### config.mk
export PLATFORM = sky130hd
export DESIGN_NAME = escaped_text_to_bytes_core
export DESIGN_NICKNAME = d
export VERILOG_FILES = /design/src/rtl/esc_dec_pkg.sv /design/src/rtl/escaped_text_to_bytes_core.sv
export SDC_FILE = /design/constraint.sdc
export NUM_CORES = 1
export LEC_CHECK = 0
export ABC_AREA = 1
export BUFFER_PORTS_ARGS = -buffer_cell sky130_fd_sc_hd__buf_2
export CORE_ASPECT_RATIO = 1.5
export CORE_MARGIN = 2
export CORE_UTILIZATION = 65
export CTS_CLUSTER_SIZE = 40
export DETAILED_ROUTE_END_ITERATION = 16
export PLACE_DENSITY = 0.86
export SLEW_MARGIN = 20
export SYNTH_ARGS = -nofsm -noshare
export SYNTH_HDL_FRONTEND = slang
export SYNTH_SLANG_ARGS = --single-unit
### constraint.sdc
create_clock -name clk -period 12.3 [get_ports clk]
set_input_delay 0.615 -clock clk [delete_from_list [all_inputs] [get_ports clk]]
set_output_delay 0.615 -clock clk [all_outputs]
set_load 0.005 [all_outputs]
### src/rtl/esc_dec_pkg.sv
// Shared types, character codes and helpers for the escaped text decoder.
// No dependencies; imported by escaped_text_to_bytes_core.
package esc_dec_pkg;

  localparam int unsigned MAX_BYTES_DEF = 256;

  localparam logic [8:0] CAPACITY_RST = 9'h100;

  typedef enum logic [1:0] {
    PH_PLAIN = 2'd0,
    PH_ESC   = 2'd1,
    PH_HEX0  = 2'd2,
    PH_HEX1  = 2'd3
  } phase_t;

  localparam logic [1:0] ST_OK  = 2'd0;
  localparam logic [1:0] ST_HEX = 2'd1;
  localparam logic [1:0] ST_CAP = 2'd2;

  localparam logic [7:0] CH_X   = 8'h78;
  localparam logic [7:0] CH_R   = 8'h72;
  localparam logic [7:0] CH_N   = 8'h6E;
  localparam logic [7:0] CH_T   = 8'h74;
  localparam logic [7:0] CH_BSL = 8'h5C;
  localparam logic [7:0] CH_CR  = 8'h0D;
  localparam logic [7:0] CH_LF  = 8'h0A;
  localparam logic [7:0] CH_TAB = 8'h09;

  typedef struct packed {
    logic [7:0] data_byte;
    logic       byte_valid;
    logic       done_res;
    logic [1:0] status;
    logic [8:0] byte_count;
    logic       last_of_item;
  } res_t;

  // {valid, value}
  function automatic logic [4:0] hex_val(input logic [7:0] c);
    logic [4:0] r;
    r = 5'd0;
    if (c >= 8'h30 && c <= 8'h39) begin
      r = {1'b1, c[3:0]};
    end else if ((c >= 8'h61 && c <= 8'h66) || (c >= 8'h41 && c <= 8'h46)) begin
      r = {1'b1, c[3:0] + 4'd9};
    end
    return r;
  endfunction

  function automatic res_t mk_byte(input logic [7:0] b);
    res_t r;
    r = '0;
    r.data_byte  = b;
    r.byte_valid = 1'b1;
    return r;
  endfunction

  function automatic res_t mk_done(input logic [1:0] st, input logic [8:0] cnt);
    res_t r;
    r = '0;
    r.done_res   = 1'b1;
    r.status     = st;
    r.byte_count = cnt;
    return r;
  endfunction

endpackage

### src/rtl/escaped_text_to_bytes_core.sv
// Escaped text decoder top level: request handshake, decode step, result buffer.
// Depends on esc_dec_pkg.
//
// Usage:
//  - Input channel (in_valid / in_stall / in_mode / in_char_code) takes one
//    request per cycle: a text character (in_mode = 0) or the end of text
//    (in_mode = 1). A request is taken when in_valid is high and in_stall low.
//  - Output channel (out_valid / out_stall / out_*) delivers decoded bytes and,
//    for each end request, a final result with status and byte count.
//    out_last_of_item marks the last result caused by one request.
//  - cfg_we / cfg_wdata write the capacity register; write it only while idle.
// Results of a request appear on the output in the cycle after it is taken.
// Throughput: one request per cycle while each request yields at most one result
//   and out_stall stays low. A request yielding two or three results (an end
//   request after a pending escape) holds off the next request until the
//   single-result output port has drained the three-entry result buffer.
// Reset (rst_n low, synchronous) clears the decode state, the result buffer and
// sets the capacity to 256. No clearing sweep follows reset.
// When the receiver stalls, results hold in the buffer and in_stall rises as
// soon as the buffer cannot take the next request's results.
module escaped_text_to_bytes_core
  import esc_dec_pkg::*;
#(
  parameter int unsigned MAX_BYTES = MAX_BYTES_DEF
) (
  input  logic       clk,
  input  logic       rst_n,
  input  logic       cfg_we,
  input  logic [8:0] cfg_wdata,
  input  logic       in_valid,
  output logic       in_stall,
  input  logic       in_mode,
  input  logic [7:0] in_char_code,
  output logic       out_valid,
  input  logic       out_stall,
  output logic [7:0] out_data_byte,
  output logic       out_byte_valid,
  output logic       out_done_res,
  output logic [1:0] out_status,
  output logic [8:0] out_byte_count,
  output logic       out_last_of_item
);

  // Count never exceeds MAX_BYTES; CNT_W covers MAX_BYTES + 2, LW covers capacity too.
  localparam int unsigned CNT_W = $clog2(MAX_BYTES + 3);
  localparam int unsigned LW    = (CNT_W > 9) ? CNT_W : 9;

  logic [8:0]       capacity_r;
  phase_t           phase_r, phase_nxt;
  logic [7:0]       held_r, held_nxt;
  logic [CNT_W-1:0] count_r, count_nxt;
  logic [1:0]       err_r, err_nxt;

  // Result buffer: entry 0 faces the output, shift down on each pop.
  res_t       res_r [3];
  logic [1:0] fill_r;

  res_t       slots [3];
  logic [1:0] k;

  logic [LW-1:0] count_ext, c1, c2, lim, cap_ext, max_ext;
  logic [4:0]    hi, lo;
  logic          pop, in_acc;

  // Output side: drive from the head of the buffer.
  assign out_valid        = (fill_r != 2'd0);
  assign out_data_byte    = res_r[0].data_byte;
  assign out_byte_valid   = res_r[0].byte_valid;
  assign out_done_res     = res_r[0].done_res;
  assign out_status       = res_r[0].status;
  assign out_byte_count   = res_r[0].byte_count;
  assign out_last_of_item = res_r[0].last_of_item;

  assign pop = out_valid && !out_stall;

  // Take a new request only when the buffer is empty after this cycle's pop.
  assign in_stall = !((fill_r == 2'd0) || (fill_r == 2'd1 && pop));
  assign in_acc   = in_valid && !in_stall;

  // Effective limit: the smaller of capacity and MAX_BYTES.
  assign cap_ext   = LW'(capacity_r);
  assign max_ext   = LW'(MAX_BYTES);
  assign lim       = (cap_ext < max_ext) ? cap_ext : max_ext;
  assign count_ext = LW'(count_r);
  assign c1        = count_ext + LW'(1);
  assign c2        = count_ext + LW'(2);
  assign hi        = hex_val(held_r);
  assign lo        = hex_val(in_char_code);

  // Decode step: next state and up to three results for the offered request.
  always_comb begin
    slots     = '{default: '0};
    k         = 2'd0;
    phase_nxt = phase_r;
    held_nxt  = held_r;
    count_nxt = count_r;
    err_nxt   = err_r;

    if (in_mode) begin
      // End of text: flush any pending escape, then report.
      if (err_r != ST_OK) begin
        slots[0] = mk_done(err_r, 9'd0);
        k        = 2'd1;
      end else begin
        unique case (phase_r)
          PH_PLAIN: begin
            slots[0] = mk_done(ST_OK, count_ext[8:0]);
            k        = 2'd1;
          end
          PH_ESC: begin
            // Trailing backslash stays literal.
            slots[0] = mk_byte(CH_BSL);
            slots[1] = mk_done(ST_OK, c1[8:0]);
            k        = 2'd2;
          end
          PH_HEX0: begin
            slots[0] = mk_byte(CH_X);
            slots[1] = mk_done(ST_OK, c1[8:0]);
            k        = 2'd2;
          end
          PH_HEX1: begin
            // Cut-short hex: x, then the held character as a new unit.
            slots[0] = mk_byte(CH_X);
            if (c1 < lim) begin
              slots[1] = mk_byte(held_r);
              slots[2] = mk_done(ST_OK, c2[8:0]);
              k        = 2'd3;
            end else begin
              slots[1] = mk_done(ST_CAP, 9'd0);
              k        = 2'd2;
            end
          end
          default: ;
        endcase
      end
      phase_nxt = PH_PLAIN;
      held_nxt  = 8'd0;
      count_nxt = '0;
      err_nxt   = ST_OK;
    end else if (err_r == ST_OK) begin
      unique case (phase_r)
        PH_PLAIN: begin
          priority if (count_ext >= lim) begin
            err_nxt = ST_CAP;
          end else if (in_char_code == CH_BSL) begin
            phase_nxt = PH_ESC;
          end else begin
            slots[0]  = mk_byte(in_char_code);
            k         = 2'd1;
            count_nxt = c1[CNT_W-1:0];
          end
        end
        PH_ESC: begin
          phase_nxt = PH_PLAIN;
          k         = 2'd1;
          count_nxt = c1[CNT_W-1:0];
          priority if (in_char_code == CH_R) begin
            slots[0] = mk_byte(CH_CR);
          end else if (in_char_code == CH_N) begin
            slots[0] = mk_byte(CH_LF);
          end else if (in_char_code == CH_T) begin
            slots[0] = mk_byte(CH_TAB);
          end else if (in_char_code == CH_X) begin
            phase_nxt = PH_HEX0;
            k         = 2'd0;
            count_nxt = count_r;
          end else begin
            slots[0] = mk_byte(in_char_code);
          end
        end
        PH_HEX0: begin
          held_nxt  = in_char_code;
          phase_nxt = PH_HEX1;
        end
        PH_HEX1: begin
          phase_nxt = PH_PLAIN;
          held_nxt  = 8'd0;
          if (!hi[4] || !lo[4]) begin
            err_nxt = ST_HEX;
          end else begin
            slots[0]  = mk_byte({hi[3:0], lo[3:0]});
            k         = 2'd1;
            count_nxt = c1[CNT_W-1:0];
          end
        end
        default: ;
      endcase
    end
    // Sticky error on a character request: drop it, no results.

    if (k != 2'd0) begin
      slots[k - 2'd1].last_of_item = 1'b1;
    end
  end

  // Capacity register.
  always_ff @(posedge clk) begin
    if (!rst_n) begin
      capacity_r <= CAPACITY_RST;
    end else if (cfg_we) begin
      capacity_r <= cfg_wdata;
    end
  end

  // Decode state: advance on each taken request.
  always_ff @(posedge clk) begin
    if (!rst_n) begin
      phase_r <= PH_PLAIN;
      held_r  <= 8'd0;
      count_r <= '0;
      err_r   <= ST_OK;
    end else if (in_acc) begin
      phase_r <= phase_nxt;
      held_r  <= held_nxt;
      count_r <= count_nxt;
      err_r   <= err_nxt;
    end
  end

  // Result buffer fill level.
  always_ff @(posedge clk) begin
    if (!rst_n) begin
      fill_r <= 2'd0;
    end else if (in_acc) begin
      fill_r <= k;
    end else if (pop) begin
      fill_r <= fill_r - 2'd1;
    end
  end

  // Result buffer payload: load fresh results, or shift down on pop.
  always_ff @(posedge clk) begin
    if (in_acc) begin
      res_r[0] <= slots[0];
      res_r[1] <= slots[1];
      res_r[2] <= slots[2];
    end else if (pop) begin
      res_r[0] <= res_r[1];
      res_r[1] <= res_r[2];
    end
  end

  // An end request returns the decoder to a clean state.
  a_end_clears : assert property (@(posedge clk) disable iff (!rst_n)
    in_acc && in_mode |=> phase_r == PH_PLAIN && count_r == '0 && err_r == ST_OK)
    else $error("end request did not clear decode state");

  // With a sticky error, a character request yields nothing.
  a_err_silent : assert property (@(posedge clk) disable iff (!rst_n)
    in_acc && !in_mode && err_r != ST_OK |=> fill_r == 2'd0 && err_r == $past(err_r))
    else $error("character produced results under a sticky error");

  // The final entry left in the buffer closes its request.
  a_last_marked : assert property (@(posedge clk) disable iff (!rst_n)
    fill_r == 2'd1 |-> res_r[0].last_of_item)
    else $error("last buffered result lacks last_of_item");

  // Any done result with an error carries a zero count.
  a_err_count : assert property (@(posedge clk) disable iff (!rst_n)
    out_valid && out_done_res && out_status != ST_OK |-> out_byte_count == 9'd0)
    else $error("error report carries a byte count");

endmodule
==> results of run 1 <==
-- cell families after synthesis --
group / Yosys count
buf+inv: 108
compound gates: 107
fa+ha+maj: 34
simple gates: 286
xor+xnor: 12
flops: 86
-- cell type report --
type | count | area, um2
multi-input combinational | 439 | 2465
sequential | 86 | 2262
inverter | 74 | 280.3
timing repair buffer | 48 | 245.2
tap | 105 | 131.4
clock buffer | 9 | 225.2
clock inverter | 7 | 80.08
fill | 655 | 2218
-- sequential cells by signal (all words and copies together) (netlist names) --
name and cells:
cap_ext 9, count_ext 9, err_r 2, fill_r 2, held_r 8, phase_r 2, res_r 54
-- worst max-delay path: cells and delay by family (launching register included) --
family / cells / cell delay [ns]
fa+ha+maj: 2 / 0.55
simple gates: 6 / 0.78
buf+inv: 2 / 0.24
flops: 1 / 0.52
compound gates: 3 / 0.55
xor+xnor: 1 / 0.18
-- power by group --
group          internal, mW  switching (mW)
combinational         0.115           0.218
sequential            0.386          0.0408
clock                 0.160           0.116
total                 0.660           0.375
-- metal layers --
metal	vias to the layer above	wire, um
met5	-	0
met4	0	543
met3	55	636
met2	212	6460
met1	2010	4337
li1	2129	-
-- cells in the mapped netlist (12+ instances only) --
cell      count
a21oi_1      28
inv_2        12
buf_4        22
ha_1         34
nand3_1      23
o21ai_0      50
inv_1        58
edfxtp_1     54
nor2_1       61
nor2_2       15
nand2_1     156
dfxtp_1      32
-- through the flow --
step | util [%] | hold WS [ns] | instances
CTS | 71.95 | 0.4599 | 768
detailed placement | 68.09 | 0.4514 | 752
global placement | 68.09 | 0.4469 | 752
finish | 71.95 | 0.4568 | 768
global route | 71.95 | 0.4981 | 768
floorplan | - | 0.4340 | 633
-- worst paths after layout --
check	startpoint	to	slack [ns]	cells past startpoint
hold / removal	cap_ext[0]$_SDFFE_PN0P_	cap_ext[0]$_SDFFE_PN0P_	0.46	2
setup / recovery	count_ext[2]$_SDFFE_PN0P_	res_r[1][9]$_SDFFCE_PP0P_	9.33	14
setup reg to reg	count_ext[2]$_SDFFE_PN0P_	res_r[1][9]$_SDFFCE_PP0P_	9.33	14
hold reg to reg	cap_ext[0]$_SDFFE_PN0P_	cap_ext[0]$_SDFFE_PN0P_	0.46	2
==> results.cfg, run 1 <==
[clocking]
clk_pin_slew_ns = 0.07
cts_hold_buf = 0
cts_htree_levels = 3
cts-resized-gates = 0
cts_tree = yes
cts_buffer_depth = 2
cts_buffers = 9
clkSinkCount = 86
insertion_delay_ns = 0.34
cts_setup_buffers = 0
clockRootBuffer = clkbuf_16

[placed_design]
hpwl_um = 8783
gp_congestion = 0.9039
place_area_um2 = 5384
dp_slack_ns = 9.425
port_buffers = 46

[route]
antenna_left = 0
wl_per_cell_um = 15.60
first_iter_violations = 426
vias_per_cell = 5.737
drc_errors = 0
drt_wl_total_um = 11980
drt_pass1_iterations = 5
via_count = 4406

[worst_setup_path]
crit_slowest_cell = dfxtp_1
endpoint_kind = flop
crit_chain = ha_1 > nand2_1 > inv_1 > nand2_1 > xor2_1 > nand2_1 > o21ai_0 > ha_1 > a21oi_1 > o21a_1 > nand3_1 > nor3_1 > inv_2 > nor2_1
start_kind = flop
worstPathRequired_ns = 12.50
worst_path_most_repeated_cell = nand2_1
worstPathMaxFanout = 9
cp_slowest_stage_delay_ns = 0.52
critical_path_class = flop to flop
critPathArrivalTime_ns = 3.17

[global_route]
overflow = 0
grt_first_pass_wirelength_um = 19480
use_met3_pct = 4.905
busiest_layer = met2
first_global_vias = 4304
grt_use_met1_pct = 30.31
antenna_found_initial = 0
gr-usage-met2_pct = 52.12
grt_max_degree = 46
grt_use_total_pct = 28.41

[sta]
slew_viol_final = 0
tightest_slew_ns = 0.8351
rsz0062_at_grt = no
post-route-period-util_pct = 24.12
relSlewSlack_pct = 44.12
min_period_ns = 2.967
clock.fmax_mhz = 337.1
hold_viol = 0
layout_setup_ws_ns = 9.333
worst_clock_skew_ns = 0.006157
setup_tns_ns = 0
setup_viol = 0

[yosys]
synth_top_family_by_area = simple AND/OR/NAND/NOR gates
ys_ff_latch = 86
syn_avg_cell_area_um2 = 8.268
synth_compound_area_share_pct = 11.91
synth_top_cell_by_area = edfxtp_1
synth_top_area_share_pct = 30.98
ys_warn_count = 0
synth_nets = 690
synth_xor_area_share_pct = 2.008
async_flop_share_pct = 0
synth_mux_area_share_pct = 0
synth.area.top_cells = edfxtp_1 (31%), dfxtp_1 (12%), nand2_1 (11%), ha_1 (8.1%), o21ai_0 (4.8%)
ys_types = 46
synth-simple-area-share_pct = 24.84
syn_inst = 633
synth_area_um2 = 5234
synth_edf_count = 54
ys_seq_area_share_pct = 43.22
ys.flop_type = edfxtp_1
synth_fa_ha_area_share_pct = 8.128

[power_and_ir_drop]
finalPower_mw = 1.036
p_leak_nw = 2.506
ir_worst_vdd_uv = 161.0
power.density_nw_per_um2 = 182.1

[finish]
nets = 715
layout_commonest_cell = nand2_1
area_growth_pct = 8.702
drive_gt1_share_pct = 17.65
fin_area_um2 = 5689
final_cell_mix = nand2_1 (156), nor2_1 (61), inv_1 (58)
diodes = 0

[floorplanning]
io_pins = 47
die_area_um2 = 8800
design.core.area_um2 = 7908
fp.dieH_um = 113.9
die_w_um = 77.27
row_count = 40
initial_core_util_pct = 66.19

[hold_path]
hold_path_class = flop to flop

[status]
outcome = finished, final reports clean

[run]
drv_cap = 0
No activity file was read; power rests on OpenSTA's default activity.
==> run 2: changes to the inputs <==
Settings changed: ABC_AREA 1 to 0, CORE_UTILIZATION 65 to 54, PLACE_DENSITY 0.86 to 0.76.
Clock period 12.3 ns to 2.51 ns, I/O delays scaled along.
==> run 2 against run 1 <==
Effect of this change: sequential power grew to 4.2 times the previous value; sequential cell count stayed put; combinational power increased by 140%; area after synthesis fell by 1.4%; clock power rose to 4.9 times the previous value.
==> results.cfg, run 2 <==
[status]
outcome = finished, final reports clean

[yosys]
ys_ff_latch = 86
syn_avg_cell_area_um2 = 9.663
ys_types = 69
synth.area.top_cells = edfxtp_1 (31%), dfxtp_1 (12%), ha_1 (8.2%), nand2_1 (4.8%), buf_4 (2.8%)
ys_warn_count = 0
async_flop_share_pct = 0
ys_seq_area_share_pct = 43.84
ys.flop_type = edfxtp_1
synth_nets = 591
syn_inst = 534
synth_top_cell_by_area = edfxtp_1
synth_top_area_share_pct = 31.43
yosysMostFrequentCell = nand2_1
synth_edf_count = 54
synth_area_um2 = 5160
ys_top_cells_by_count = nand2_1 (66), edfxtp_1 (54), ha_1 (34), nor2_1 (34), dfxtp_1 (32)

[worst_setup_path]
crit_slowest_cell = dfxtp_4
critical_path_buf_inv_count = 0
worstPathRequired_ns = 2.62
cp_top_family = simple AND/OR/NAND/NOR gates
endpoint_kind = flop
cp_slowest_stage_delay_ns = 0.38
start_kind = flop
critPathArrivalTime_ns = 2.56
critical_path_class = flop to flop
worstPathMaxFanout = 4
crit_chain = ha_4 > nand4_1 > nor2_1 > xor2_1 > ha_1 > a21o_1 > a21oi_4 > and3_4 > nand2_1 > a22o_1

[clocking]
cts_buffers = 9
clockRootBuffer = clkbuf_16
cts_buffer_depth = 2
clk_pin_slew_ns = 0.06
cts_htree_levels = 3
insertion_delay_ns = 0.35
cts_tree = yes
cts_hold_buf = 0
clkSinkCount = 86

[finish]
fin_area_um2 = 6196
largest_register = res_r
diodes = 0
nets = 664
final_util_pct = 66.96
seqCellArea_um2 = 2273
multiInputGateArea_um2 = 2708
drive_gt1_share_pct = 25.33
area_growth_pct = 20.08
layout_commonest_cell = nand2_1
final_cell_mix = nand2_1 (65), buf_4 (59), edfxtp_1 (54)
num-fill-cells = 749
largest_reg_flops = 54

[sta]
setup_viol = 0
relSlewSlack_pct = 57.95
min_period_ns = 2.452
post-route-period-util_pct = 97.69
rsz0062_at_grt = yes
slew_viol_final = 0
clock.fmax_mhz = 407.8
worst_clock_skew_ns = 0.01056
hold_viol = 0
setup_tns_ns = 0
tightest_slew_ns = 0.6284
holdWs_ns = 0.04332

[global_route]
grt_max_degree = 44
antenna_found_initial = 0
first_global_vias = 4179
grt_first_pass_wirelength_um = 20300
overflow = 0
grt_use_total_pct = 25.11

[power_and_ir_drop]
finalPower_mw = 3.940
p_seq_share_pct = 45.9
p_leak_nw = 2.533
p_int_mw = 2.841
p_sw_mw = 1.099
ir_worst_vdd_uv = 500.0
switching_share_pct = 27.89
clkPwrFrac_pct = 34.2
combPwrFrac_pct = 19.9
power.density_nw_per_um2 = 635.9

[floorplanning]
design.core.area_um2 = 9254
io_pins = 47
die_w_um = 83.82
initial_core_util_pct = 55.76
row_count = 43
die_area_um2 = 10370
fp.dieH_um = 123.7

[route]
vias_per_cell = 5.896
drt_wl_total_um = 12930
drc_errors = 0
via_count = 4269
antenna_left = 0
drt_pass1_iterations = 4
wl_per_cell_um = 17.86
first_iter_violations = 313

[placed_design]
gp_congestion = 0.9499
place_area_um2 = 5778
hpwl_um = 9639
port_buffers = 46

[run]
drv_cap = 0

[hold_path]
hold_path_class = primary input to flop
run 2: area by class of cell:
| cell class | instances | share of cell area (%) |
|---|---|---|
| timing repair buffer | 107 | 11.37 |
| clock inverter | 6 | 1.111 |
| multi-input combinational | 384 | 43.70 |
| sequential | 86 | 36.69 |
| tap | 112 | 2.262 |
| inverter | 19 | 1.171 |
| clock buffer | 10 | 3.695 |
run 2: cell families after synthesis:
kind of cell / Yosys count / synth area share (%)
multiplexers: 10 / 1.940
XOR/XNOR: 16 / 2.716
flip-flops: 86 / 43.84
AND/OR/NAND/NOR: 192 / 18.87
AO/OA/AOI/OAI: 132 / 18.31
buffers and inverters: 64 / 6.086
adder cells (fa/ha/maj): 34 / 8.244
run 2: worst paths after layout:
check	from	to	slack [ns]	cells past startpoint
setup / recovery	count_ext[2]$_SDFFE_PN0P_	res_r[0][22]$_DFFE_PP_	0.06	10
setup reg to reg	count_ext[2]$_SDFFE_PN0P_	res_r[0][22]$_DFFE_PP_	0.06	10
hold reg to reg	held_r[6]$_SDFFE_PN0P_	held_r[6]$_SDFFE_PN0P_	0.50	2
hold / removal	cfg_wdata[6]	cap_ext[6]$_SDFFE_PN0P_	0.04	3
run 2: per-layer routing:
metal  global-route usage [%]  up-vias  share of wire, %
met5                        0        -                 0
li1                         -     2089                 -
met3                    4.573       40               3.9
met1                    28.28     2018                40
met4                    13.51        0               4.1
met2                    45.15      122                52
run 2: power groups by stage:
stage / registers [mW] / clock network [mW] / logic, mW
after detailed placement: 1.84 / 0 / 0.772
after CTS: 1.81 / 1.35 / 0.779
after global placement: 1.83 / 0 / 0.755
final: 1.81 / 1.35 / 0.785
after floorplan: 1.83 / 0 / 0.533
after global routing: 1.83 / 1.41 / 0.866
run 2: what timing repair did:
item                       in CTS  in global routing
pin swaps                       1                 11
gates resized for setup         3                 26
setup endpoints to repair      13                 31
setup buffers                   1                  1
run 2: stage by stage:
| step | std cells | worst slack [ns] |
|---|---|---|
| 2_1_floorplan | 534 | 0.01149 |
| 3_3_place_gp | 707 | 0.03920 |
| 3_5_place_dp | 707 | -0.06144 |
| 4_1_cts | 724 | 0.02879 |
| 5_1_grt | 724 | -0.1036 |
| 6_report | 724 | 0.05806 |
run 2: worst register-to-register path: stages, from the launching register on:
cell and delay, ns:
dfxtp_4 0.38, ha_4 0.13, nand4_1 0.17, nor2_1 0.19, xor2_1 0.24, ha_1 0.29, a21o_1 0.19, a21oi_4 0.17
and3_4 0.20, nand2_1 0.06, a22o_1 0.19
